`src/sv/tsp_pkg.sv`:
```
`default_nettype none

package tsp_pkg;

  // Register indexes on the configuration port
  localparam logic [2:0] CFG_MIN_SPEED  = 3'd0;
  localparam logic [2:0] CFG_MID_SPEED  = 3'd1;
  localparam logic [2:0] CFG_MAX_SPEED  = 3'd2;
  localparam logic [2:0] CFG_ACCEL_RATE = 3'd3;
  localparam logic [2:0] CFG_DECEL_RATE = 3'd4;

  localparam logic [7:0] MIN_SPEED_RST  = 8'd0;
  localparam logic [7:0] MID_SPEED_RST  = 8'd127;
  localparam logic [7:0] MAX_SPEED_RST  = 8'd255;
  localparam logic [7:0] ACCEL_RATE_RST = 8'd0;
  localparam logic [7:0] DECEL_RATE_RST = 8'd0;

  // Rates above this value give the same step time
  localparam logic [7:0] RATE_CAP = 8'd36;

  // Operation selected by tuser
  localparam logic FUNC_MAP  = 1'b0;
  localparam logic FUNC_RAMP = 1'b1;

  // Quotient bits resolved by one divider stage
  localparam int unsigned DIV_STEP = 4;

  typedef struct packed {
    logic [6:0]          rem;
    logic [DIV_STEP-1:0] quo;
  } tsp_div_t;

endpackage

`default_nettype wire

```
`src/sv/tsp_div_step.sv`:
```
`default_nettype none

// Restoring division slice: shifts in four dividend bits, most significant first,
// and resolves one quotient bit for each.
module tsp_div_step (
  input  wire logic [6:0]                   divisor_i,
  input  wire logic [6:0]                   rem_i,
  input  wire logic [tsp_pkg::DIV_STEP-1:0] bits_i,
  output tsp_pkg::tsp_div_t                 res_o
);
  import tsp_pkg::*;

  always_comb begin
    logic [7:0] trial;
    logic [6:0] rem;
    rem   = rem_i;
    trial = '0;
    res_o = '0;
    for (int i = DIV_STEP - 1; i >= 0; i--) begin
      trial = {rem, bits_i[i]};
      if (trial >= {1'b0, divisor_i}) begin
        trial            = trial - {1'b0, divisor_i};
        res_o.quo[i]     = 1'b1;
      end
      rem = trial[6:0];
    end
    res_o.rem = rem;
  end

endmodule

`default_nettype wire

```
`src/sv/throttle_speed_profile_top.sv`:
```
`default_nettype none

// Throttle curve and speed ramp. Each transaction on the slave side carries an
// operation in tuser (0 map throttle to speed, 1 ramp current speed toward goal)
// and yields exactly one speed on the master side. The datapath is a four-stage
// pipeline (operand set-up, multiply / upper quotient bits, divide by 255 /
// lower quotient bits, final add and clip into the output register): one item is
// taken every cycle unless the output stalls; a stall only backs up as far as
// the first empty stage. The configuration port is always ready and takes effect
// at once; write it only while the pipeline is empty. No clearing pass after reset.
module throttle_speed_profile_top (
  input  wire logic        clk_i,
  input  wire logic        rst_ni,
  input  wire logic        s_axis_tvalid,
  output      logic        s_axis_tready,
  // [7:0] throttle, [15:8] current_speed, [23:16] goal_speed, [31:24] elapsed_ms
  input  wire logic [31:0] s_axis_tdata,
  // [0] func
  input  wire logic        s_axis_tuser,
  output      logic        m_axis_tvalid,
  input  wire logic        m_axis_tready,
  // [7:0] speed_out
  output      logic [7:0]  m_axis_tdata,
  input  wire logic        cfg_valid_i,
  output      logic        cfg_ready_o,
  input  wire logic [2:0]  cfg_index_i,
  input  wire logic [7:0]  cfg_data_i
);
  import tsp_pkg::*;

  // Configuration registers
  logic [7:0] min_speed_q, mid_speed_q, max_speed_q, accel_rate_q, decel_rate_q;

  assign cfg_ready_o = 1'b1;

  always_ff @(posedge clk_i or negedge rst_ni) begin
    if (!rst_ni) begin
      min_speed_q  <= MIN_SPEED_RST;
      mid_speed_q  <= MID_SPEED_RST;
      max_speed_q  <= MAX_SPEED_RST;
      accel_rate_q <= ACCEL_RATE_RST;
      decel_rate_q <= DECEL_RATE_RST;
    end else if (cfg_valid_i && cfg_ready_o) begin
      unique case (cfg_index_i)
        CFG_MIN_SPEED:  min_speed_q  <= cfg_data_i;
        CFG_MID_SPEED:  mid_speed_q  <= cfg_data_i;
        CFG_MAX_SPEED:  max_speed_q  <= cfg_data_i;
        CFG_ACCEL_RATE: accel_rate_q <= cfg_data_i;
        CFG_DECEL_RATE: decel_rate_q <= cfg_data_i;
        default: ;
      endcase
    end
  end

  // Stage handshake: a stage loads when it is empty or its successor moves
  logic rdy1, rdy2, rdy3, rdy4;
  logic v1_q, v2_q, v3_q, v4_q;

  assign rdy4          = !v4_q || m_axis_tready;
  assign rdy3          = !v3_q || rdy4;
  assign rdy2          = !v2_q || rdy3;
  assign rdy1          = !v1_q || rdy2;
  assign s_axis_tready = rdy1;

  always_ff @(posedge clk_i or negedge rst_ni) begin
    if (!rst_ni) begin
      v1_q <= 1'b0;
      v2_q <= 1'b0;
      v3_q <= 1'b0;
      v4_q <= 1'b0;
    end else begin
      if (rdy1) v1_q <= s_axis_tvalid;
      if (rdy2) v2_q <= v1_q;
      if (rdy3) v3_q <= v2_q;
      if (rdy4) v4_q <= v3_q;
    end
  end

  // ---------------------------------------------------------------- stage 1
  logic [7:0] thr, cur, goal, dt;
  assign thr  = s_axis_tdata[7:0];
  assign cur  = s_axis_tdata[15:8];
  assign goal = s_axis_tdata[23:16];
  assign dt   = s_axis_tdata[31:24];

  logic       byp1_d, neg1_d, up1_d, long1_d;
  logic [7:0] bval1_d, from1_d, adiff1_d, frac1_d;
  logic [6:0] st1_d;

  always_comb begin
    logic [7:0] to;
    logic [7:0] rate;
    logic [7:0] capped;
    logic [7:0] st7;
    byp1_d  = 1'b0;
    bval1_d = goal;
    from1_d = min_speed_q;
    to      = max_speed_q;
    frac1_d = thr;
    up1_d   = cur < goal;
    rate    = up1_d ? accel_rate_q : decel_rate_q;
    capped  = (rate > RATE_CAP) ? RATE_CAP : rate;
    // step time = capped * 3.5, truncated
    st7     = (capped << 3) - capped;
    st1_d   = st7[7:1];
    long1_d = dt > {1'b0, st1_d};
    if (s_axis_tuser == FUNC_MAP) begin
      if (thr == 8'd0) begin
        byp1_d  = 1'b1;
        bval1_d = 8'd0;
      end else if (min_speed_q == 8'd0 || max_speed_q == 8'd0) begin
        byp1_d  = 1'b1;
        bval1_d = thr;
      end else if (mid_speed_q != 8'd0) begin
        if (!thr[7]) begin
          to      = mid_speed_q;
          frac1_d = {thr[6:0], 1'b0};
        end else begin
          from1_d = mid_speed_q;
          frac1_d = {thr[6:0], 1'b1};
        end
      end
    end else if (cur == goal || rate == 8'd0) begin
      byp1_d = 1'b1;
    end
    neg1_d   = to < from1_d;
    adiff1_d = neg1_d ? (from1_d - to) : (to - from1_d);
  end

  logic       func1_q, byp1_q, neg1_q, up1_q, long1_q;
  logic [7:0] bval1_q, from1_q, adiff1_q, frac1_q, cur1_q, goal1_q, dt1_q;
  logic [6:0] st1_q;

  always_ff @(posedge clk_i) begin
    if (rdy1 && s_axis_tvalid) begin
      func1_q  <= s_axis_tuser;
      byp1_q   <= byp1_d;
      bval1_q  <= bval1_d;
      from1_q  <= from1_d;
      neg1_q   <= neg1_d;
      adiff1_q <= adiff1_d;
      frac1_q  <= frac1_d;
      cur1_q   <= cur;
      goal1_q  <= goal;
      dt1_q    <= dt;
      up1_q    <= up1_d;
      long1_q  <= long1_d;
      st1_q    <= st1_d;
    end
  end

  // ---------------------------------------------------------------- stage 2
  tsp_div_t div_hi;

  tsp_div_step u_div_hi (
    .divisor_i (st1_q),
    .rem_i     (7'd0),
    .bits_i    (dt1_q[7:4]),
    .res_o     (div_hi)
  );

  logic       func2_q, byp2_q, neg2_q, up2_q, long2_q;
  logic [7:0] bval2_q, from2_q, cur2_q, goal2_q;
  logic [15:0] mag2_q;
  logic [3:0] dtl2_q, qh2_q;
  logic [6:0] st2_q, rem2_q;

  always_ff @(posedge clk_i) begin
    if (rdy2 && v1_q) begin
      func2_q <= func1_q;
      byp2_q  <= byp1_q;
      bval2_q <= bval1_q;
      from2_q <= from1_q;
      neg2_q  <= neg1_q;
      mag2_q  <= adiff1_q * frac1_q;
      cur2_q  <= cur1_q;
      goal2_q <= goal1_q;
      up2_q   <= up1_q;
      long2_q <= long1_q;
      dtl2_q  <= dt1_q[3:0];
      st2_q   <= st1_q;
      rem2_q  <= div_hi.rem;
      qh2_q   <= div_hi.quo;
    end
  end

  // ---------------------------------------------------------------- stage 3
  tsp_div_t div_lo;

  tsp_div_step u_div_lo (
    .divisor_i (st2_q),
    .rem_i     (rem2_q),
    .bits_i    (dtl2_q),
    .res_o     (div_lo)
  );

  // Exact x / 255 for any 16-bit product of two bytes
  logic [15:0] q255_sum;
  assign q255_sum = mag2_q + {8'd0, mag2_q[15:8]} + 16'd1;

  logic       func3_q, byp3_q, neg3_q, up3_q, long3_q;
  logic [7:0] bval3_q, from3_q, qm3_q, cur3_q, goal3_q, qr3_q;

  always_ff @(posedge clk_i) begin
    if (rdy3 && v2_q) begin
      func3_q <= func2_q;
      byp3_q  <= byp2_q;
      bval3_q <= bval2_q;
      from3_q <= from2_q;
      neg3_q  <= neg2_q;
      qm3_q   <= q255_sum[15:8];
      cur3_q  <= cur2_q;
      goal3_q <= goal2_q;
      up3_q   <= up2_q;
      long3_q <= long2_q;
      qr3_q   <= {qh2_q, div_lo.quo};
    end
  end

  // ---------------------------------------------------------------- stage 4
  logic [7:0] speed4_d;

  always_comb begin
    logic [7:0] d;
    logic [7:0] gap;
    d   = long3_q ? qr3_q : 8'd1;
    gap = up3_q ? (goal3_q - cur3_q) : (cur3_q - goal3_q);
    if (byp3_q) begin
      speed4_d = bval3_q;
    end else if (func3_q == FUNC_MAP) begin
      speed4_d = neg3_q ? (from3_q - qm3_q) : (from3_q + qm3_q);
    end else if (gap > d) begin
      speed4_d = up3_q ? (cur3_q + d) : (cur3_q - d);
    end else begin
      // hold at the goal rather than overshoot
      speed4_d = goal3_q;
    end
  end

  logic [7:0] speed4_q;

  always_ff @(posedge clk_i) begin
    if (rdy4 && v3_q) begin
      speed4_q <= speed4_d;
    end
  end

  assign m_axis_tvalid = v4_q;
  assign m_axis_tdata  = speed4_q;

  // ---------------------------------------------------------------- checks
  a_ready_when_drained: assert property (@(posedge clk_i) disable iff (!rst_ni)
    !m_axis_tvalid |-> s_axis_tready)
    else $error("input stalled while output register empty");

  a_step_nonzero: assert property (@(posedge clk_i) disable iff (!rst_ni)
    (v1_q && func1_q == FUNC_RAMP && !byp1_q) |-> (st1_q != 7'd0))
    else $error("ramp divider entered with zero step time");

  a_rem_below_divisor: assert property (@(posedge clk_i) disable iff (!rst_ni)
    (v2_q && func2_q == FUNC_RAMP && !byp2_q) |-> (rem2_q < st2_q))
    else $error("partial remainder not below divisor");

  a_result_held: assert property (@(posedge clk_i) disable iff (!rst_ni)
    (m_axis_tvalid && !m_axis_tready) |=> (m_axis_tvalid && $stable(speed4_q)))
    else $error("pending result lost or changed under stall");

endmodule

`default_nettype wire

```
`config.mk`:
```
export PLATFORM = sky130hd
export DESIGN_NAME = throttle_speed_profile_top
export DESIGN_NICKNAME = d
export VERILOG_FILES = /design/src/sv/tsp_pkg.sv /design/src/sv/tsp_div_step.sv /design/src/sv/throttle_speed_profile_top.sv
export SDC_FILE = /design/constraint.sdc
export NUM_CORES = 1
export LEC_CHECK = 0
export BUFFER_PORTS_ARGS = -buffer_cell sky130_fd_sc_hd__clkbuf_2
export CAP_MARGIN = 20
export CORE_UTILIZATION = 35
export CTS_CLUSTER_SIZE = 12
export DETAILED_ROUTE_END_ITERATION = 8
export PLACE_DENSITY = 0.47
export SLEW_MARGIN = 20
export SYNTH_ARGS = -nofsm -noshare
export SYNTH_HDL_FRONTEND = slang
export SYNTH_SLANG_ARGS = --single-unit
```
`constraint.sdc`:
```
create_clock -name clk_i -period 7.9 [get_ports clk_i]
set_input_delay 1.58 -clock clk_i [delete_from_list [all_inputs] [get_ports clk_i]]
set_output_delay 1.58 -clock clk_i [all_outputs]
set_load 0.01 [all_outputs]
```
==> Word-level counts from Yosys, hierarchy flattened <==
Index checks and enable logic that the tools add are counted.
{ "totals": {"mem_count": 0, "out_inout_bits": 11, "ff_bits": 248, "ramBits": 0, "rom_bits": 0, "latchBits": 0, "word_cells": 157} }
{ "op_classes": {"n_div": 0, "shifts": 0, "n_lt_le_gt_ge": 13, "n_eq_ne": 5, "mul": 1, "reduce_logical": 25, "bitwise_logic": 0, "add_sub_neg": 18, "mux": 47} }
{ "ops": {"columns": ["cell", "count"], "rows": [
  ["$mux 8", 27],
  ["$ge 8x7->1", 7],
  ["$sub 8x8->8", 7],
  ["$mux 7", 7],
  ["$sub 7x7->7", 6],
  ["$logic_not 8->1", 4],
  ["$add 16x1->16 const B", 1],
  ["$add 16x8->16", 1],
  ["$add 8x8->8", 2],
  ["$lt 8x8->1", 2],
  ["$mul 8x8->16", 1],
  ["$mux 1", 13],
  ["$reduce_and 2->1", 5],
  ["$eq 8x8->1", 1],
  ["$gt 8x6->1 const B", 1],
  ["$gt 8x7->1", 1],
  ["$gt 8x8->1", 1],
  ["$reduce_bool 8->1", 1],
  ["$ge 1x7->1", 1],
  ["$sub 1x7->7", 1],
  ["$eq 3x2->1 const B", 2],
  ["$logic_or 1x1->1", 6],
  ["$logic_and 1x1->1", 4],
  ["$logic_not 1->1", 4],
  ["other kinds (3)", 3]
]} }

==> Depth between registers and ports, before layout <==
{ "depth": {"depth_word": 8, "depth_mapped": 35} }

==> Hierarchy <==
A second synthesis with hierarchy kept.
{ "hier_totals": {"hier_cells": 1506, "area_unflattened_um2": 17160.2} }
{ "modules_own_cells": {"columns": ["module", "area_each_um2", "instances", "cells_each"], "rows": [
  ["throttle_speed_profile_top", 13877.1, 1, 1094],
  ["tsp_div_step", 1641.6, 2, 206]
]} }

==> Worst setup path before layout <==
OpenSTA, ideal clock, no wires.
{ "synth_path": {"path_kind": "flip-flop to flip-flop", "startpoint": "reg dtl2_q[3]", "endpoint": "reg qr3_q[0] (data pin)", "path_stages_with_launch": 35, "arrival_ps": 6730, "path_buffers": 2, "setup_ps": 268, "period_less_slack_ps": 6998, "path_slack_ps": 902, "path_cell_list": "edfxtp_1 -> inv_1 -> ha_1 -> inv_1 -> fa_1 -> a211oi_1 -> o21ai_0 -> a31oi_1 -> clkbuf_1 -> mux2_1 -> ha_1 -> nand2b_1 -> a21oi_1 -> o21ai_1 -> a31oi_1 -> nor3_4 -> mux2i_1 -> ha_1 -> nor2b_1 -> o21a_1 -> nor2_1 -> nor2b_1 -> o21a_1 -> o32a_1 -> or2_1 -> buf_4 -> a21oi_1 -> ha_1 -> a21o_1 -> a21o_1 -> a21o_1 -> a21o_1 -> a21o_1 -> a21oi_1 -> o211ai_1"} }
{ "synth_rtl": {"columns": ["element", "line_no", "text"], "rows": [
  ["start: declaration", "throttle_speed_profile_top.sv:165", "logic [3:0] dtl2_q, qh2_q;"],
  ["start signal: assignment", "throttle_speed_profile_top.sv:180", "dtl2_q <= dt1_q[3:0];"],
  ["end signal: assignment", "throttle_speed_profile_top.sv:216", "qr3_q <= {qh2_q, div_lo.quo};"],
  ["end: declaration", "throttle_speed_profile_top.sv:202", "logic [7:0] bval3_q, from3_q, qm3_q, cur3_q, goal3_q, qr3_q;"]
]} }

==> reports/qor.yml <==
slew_headroom: 0.291
cellLeakagePower_nw: 7.83
m1WireLength_um: 18700
grt_pass1_vias: 10400
syn_avg_cell_area_sq_um: 11.5
hp-start: "cur2_q[6]$_DFFE_PP_"
reg2reg_from: "st2_q[0]$_DFFE_PP_"
grtUsageTotal: 0.157
hold_buffers: 0
synth_area_sq_um: 16100
initial_core_util: 0.355
cp_max_fo: 8
critPathKind: "register to register"
post-route-period-util: 0.929
cpPeakStageDelay_ps: 430
worstPathArrival_ps: 7630
die_h_um: 216
ir_drop_mv: 0.269
wl_met3_um: 1020
first_pass_iters: 4
rr_worst_depth: 31
path_buf_inv: 1
setup_violations: 0
drive_above_1_share: 0.143
cts_buffer_depth: 3
yosysSeqAreaShare: 0.450
slew_viol_final: 0
yosys-top-cells-area: "edfxtp_1 38%, ha_1 13%, fa_1 6.0%"
dieArea_sq_um: 46900
powerDensity_nw_per_um2: 463
mostFrequentLayoutCells: "204 x edfxtp_1, 167 x ha_1, 159 x inv_1"
ys_warn_count: 0
io_buffers: 58
clockRootBuffer: "clkbuf_16"
dp_hpwl_um: 27600
yosysTopAreaCell: "edfxtp_1"
grt.overflow.total: 0
numCtsBuffers: 28
via_count: 10200
final_common_cell: "edfxtp_1"
n_fill_cell: 4379
ys_seq_elements: 248
finClkSkew_ps: 18.8
grt_max_degree: 76
async_flop_share: 0.177
route.detailed.drc: 0
clock-sinks: 248
rrSetupSlack_ps: 560
cpMaxStageDelayCell: "edfxtp_1"
ant_nets: 0
gp_congestion: 0.839
clk_latency_ps: 550
antenna_found_initial: 5
cp.required_ps: 8190
worst_slack_ps: 557
path_clk_slew_ps: 70
hold_violations: 0
rr_endpoint: "qr3_q[0]$_DFFE_PP_"
status: "completed"
rows: 78
fin_setup_tns_ps: 0
max_cap_violations: 0
top_layer: "met5"
synth_edf_count: 204
tightest_slew_ps: 1060
setup.worst_path.start_class: "register"
cp_top_family: "compound AO/OA/AOI/OAI gates"
core_region_area_sq_um: 45400
largest_reg_flops: 16
min_to: "cur3_q[6]$_DFFE_PP_"
yosys.cell_types.count: 74
pre_cts_ws_ps: 314
cts_max_level: 1
grt_pass1_wl_um: 57900
synth-main-ff-cell: "edfxtp_1"
synth_cells: 1404
fmax_mhz: 136
rsz0062_at_grt: "no"
cp-end-kind: "register"
largest-register: "mag2_q"
hold_path.class: "register to register"
cp_common_cell: "a21o_1"
dr_wl_met2_um: 15200
io-pin-count: 60
nNetsFinal: 1753
post_drt_wl_per_cell_um: 16.8
post-route-min-period_ps: 7340
fp.dieW_um: 216
cts_tree: "built"
area_growth_pct: 12.2
vias_per_cell: 4.82
whs_path_depth: 0
initialDrtViolationCount: 410
wirelength_um: 35500
netlist.area_leader.share: 0.380
power by group:
group	leakage [nW]	switching [W]	total, W	internal (W)
logic	4.92	0.00268	0.00494	0.00227
registers	2.48	0.000253	0.00220	0.00195
clock network	0.429	0.000511	0.00122	0.000711
total	7.83	0.00344	0.00837	0.00493
logic make-up (layout without fill, tap and decap cells):
| family | Yosys count | in the layout | share of synthesized area |
|---|---|---|---|
| other | 1 | 4 | 0.000233 |
| flip-flops | 248 | 248 | 0.450 |
| XOR/XNOR | 88 | 88 | 0.0479 |
| buffers and inverters | 180 | 283 | 0.0431 |
| AND/OR/NAND/NOR | 337 | 337 | 0.106 |
| multiplexers | 103 | 103 | 0.0712 |
| adder cells (fa/ha/maj) | 215 | 215 | 0.189 |
| AO/OA/AOI/OAI | 232 | 232 | 0.0918 |
cell usage after synthesis, drive strengths merged, types with 29 or more instances:
cell type,instances
dfrtp,29
and2,40
nor2,57
fa,48
inv,161
xnor2,63
edfxtp,204
nand2,111
ha,167
mux2i,29
o21ai,55
a21oi,63
mux2,74
cell type report:
| type | count | area, sq um | area share |
|---|---|---|---|
| Antenna cell | 2 | 5.00 | 0.000277 |
| Clock inverter | 9 | 42.5 | 0.00236 |
| Tap cell | 600 | 751 | 0.0416 |
| Sequential cell | 248 | 7250 | 0.401 |
| Clock buffer | 40 | 817 | 0.0452 |
| Multi-Input combinational cell | 977 | 8180 | 0.453 |
| Timing Repair Buffer | 73 | 415 | 0.0230 |
| Inverter | 161 | 604 | 0.0335 |
stage by stage:
step	hold WS, ps	instances	cell area (sq um)	total power, W	util
floorplan	400	1405	16100	0.00602	-
global placement	401	2054	17100	0.00712	0.378
detailed placement	405	2054	17100	0.00716	0.378
CTS	412	2103	18000	0.00844	0.397
global route	422	2110	18100	0.00922	0.398
finish	409	2110	18100	0.00837	0.398
worst max path at each step:
stage                             start                  to  slack [ps]  cells past startpoint
detailed placement   st2_q[1]$_DFFE_PP_  qr3_q[0]$_DFFE_PP_         310                     32
CTS                  st2_q[1]$_DFFE_PP_  qr3_q[0]$_DFFE_PP_         270                     32
floorplan           dtl2_q[3]$_DFFE_PP_  qr3_q[0]$_DFFE_PP_         900                     34
global route         st2_q[1]$_DFFE_PP_  qr3_q[0]$_DFFE_PP_          10                     30
global placement     st2_q[1]$_DFFE_PP_  qr3_q[0]$_DFFE_PP_         450                     32
finish               st2_q[0]$_DFFE_PP_  qr3_q[0]$_DFFE_PP_         560                     31
repair_timing:
item | in CTS | in global routing
setup buffers | 0 | 4
setup endpoints to repair | 0 | 1
resized for setup | 0 | 2
per-layer routing:
metal  vias up  track usage
met2       112        0.241
met1      4864        0.233
met4         6       0.0329
li1       5139            -
met3        46       0.0230
met5         -            0
Note: power is estimated with default switching activity, not from simulation.
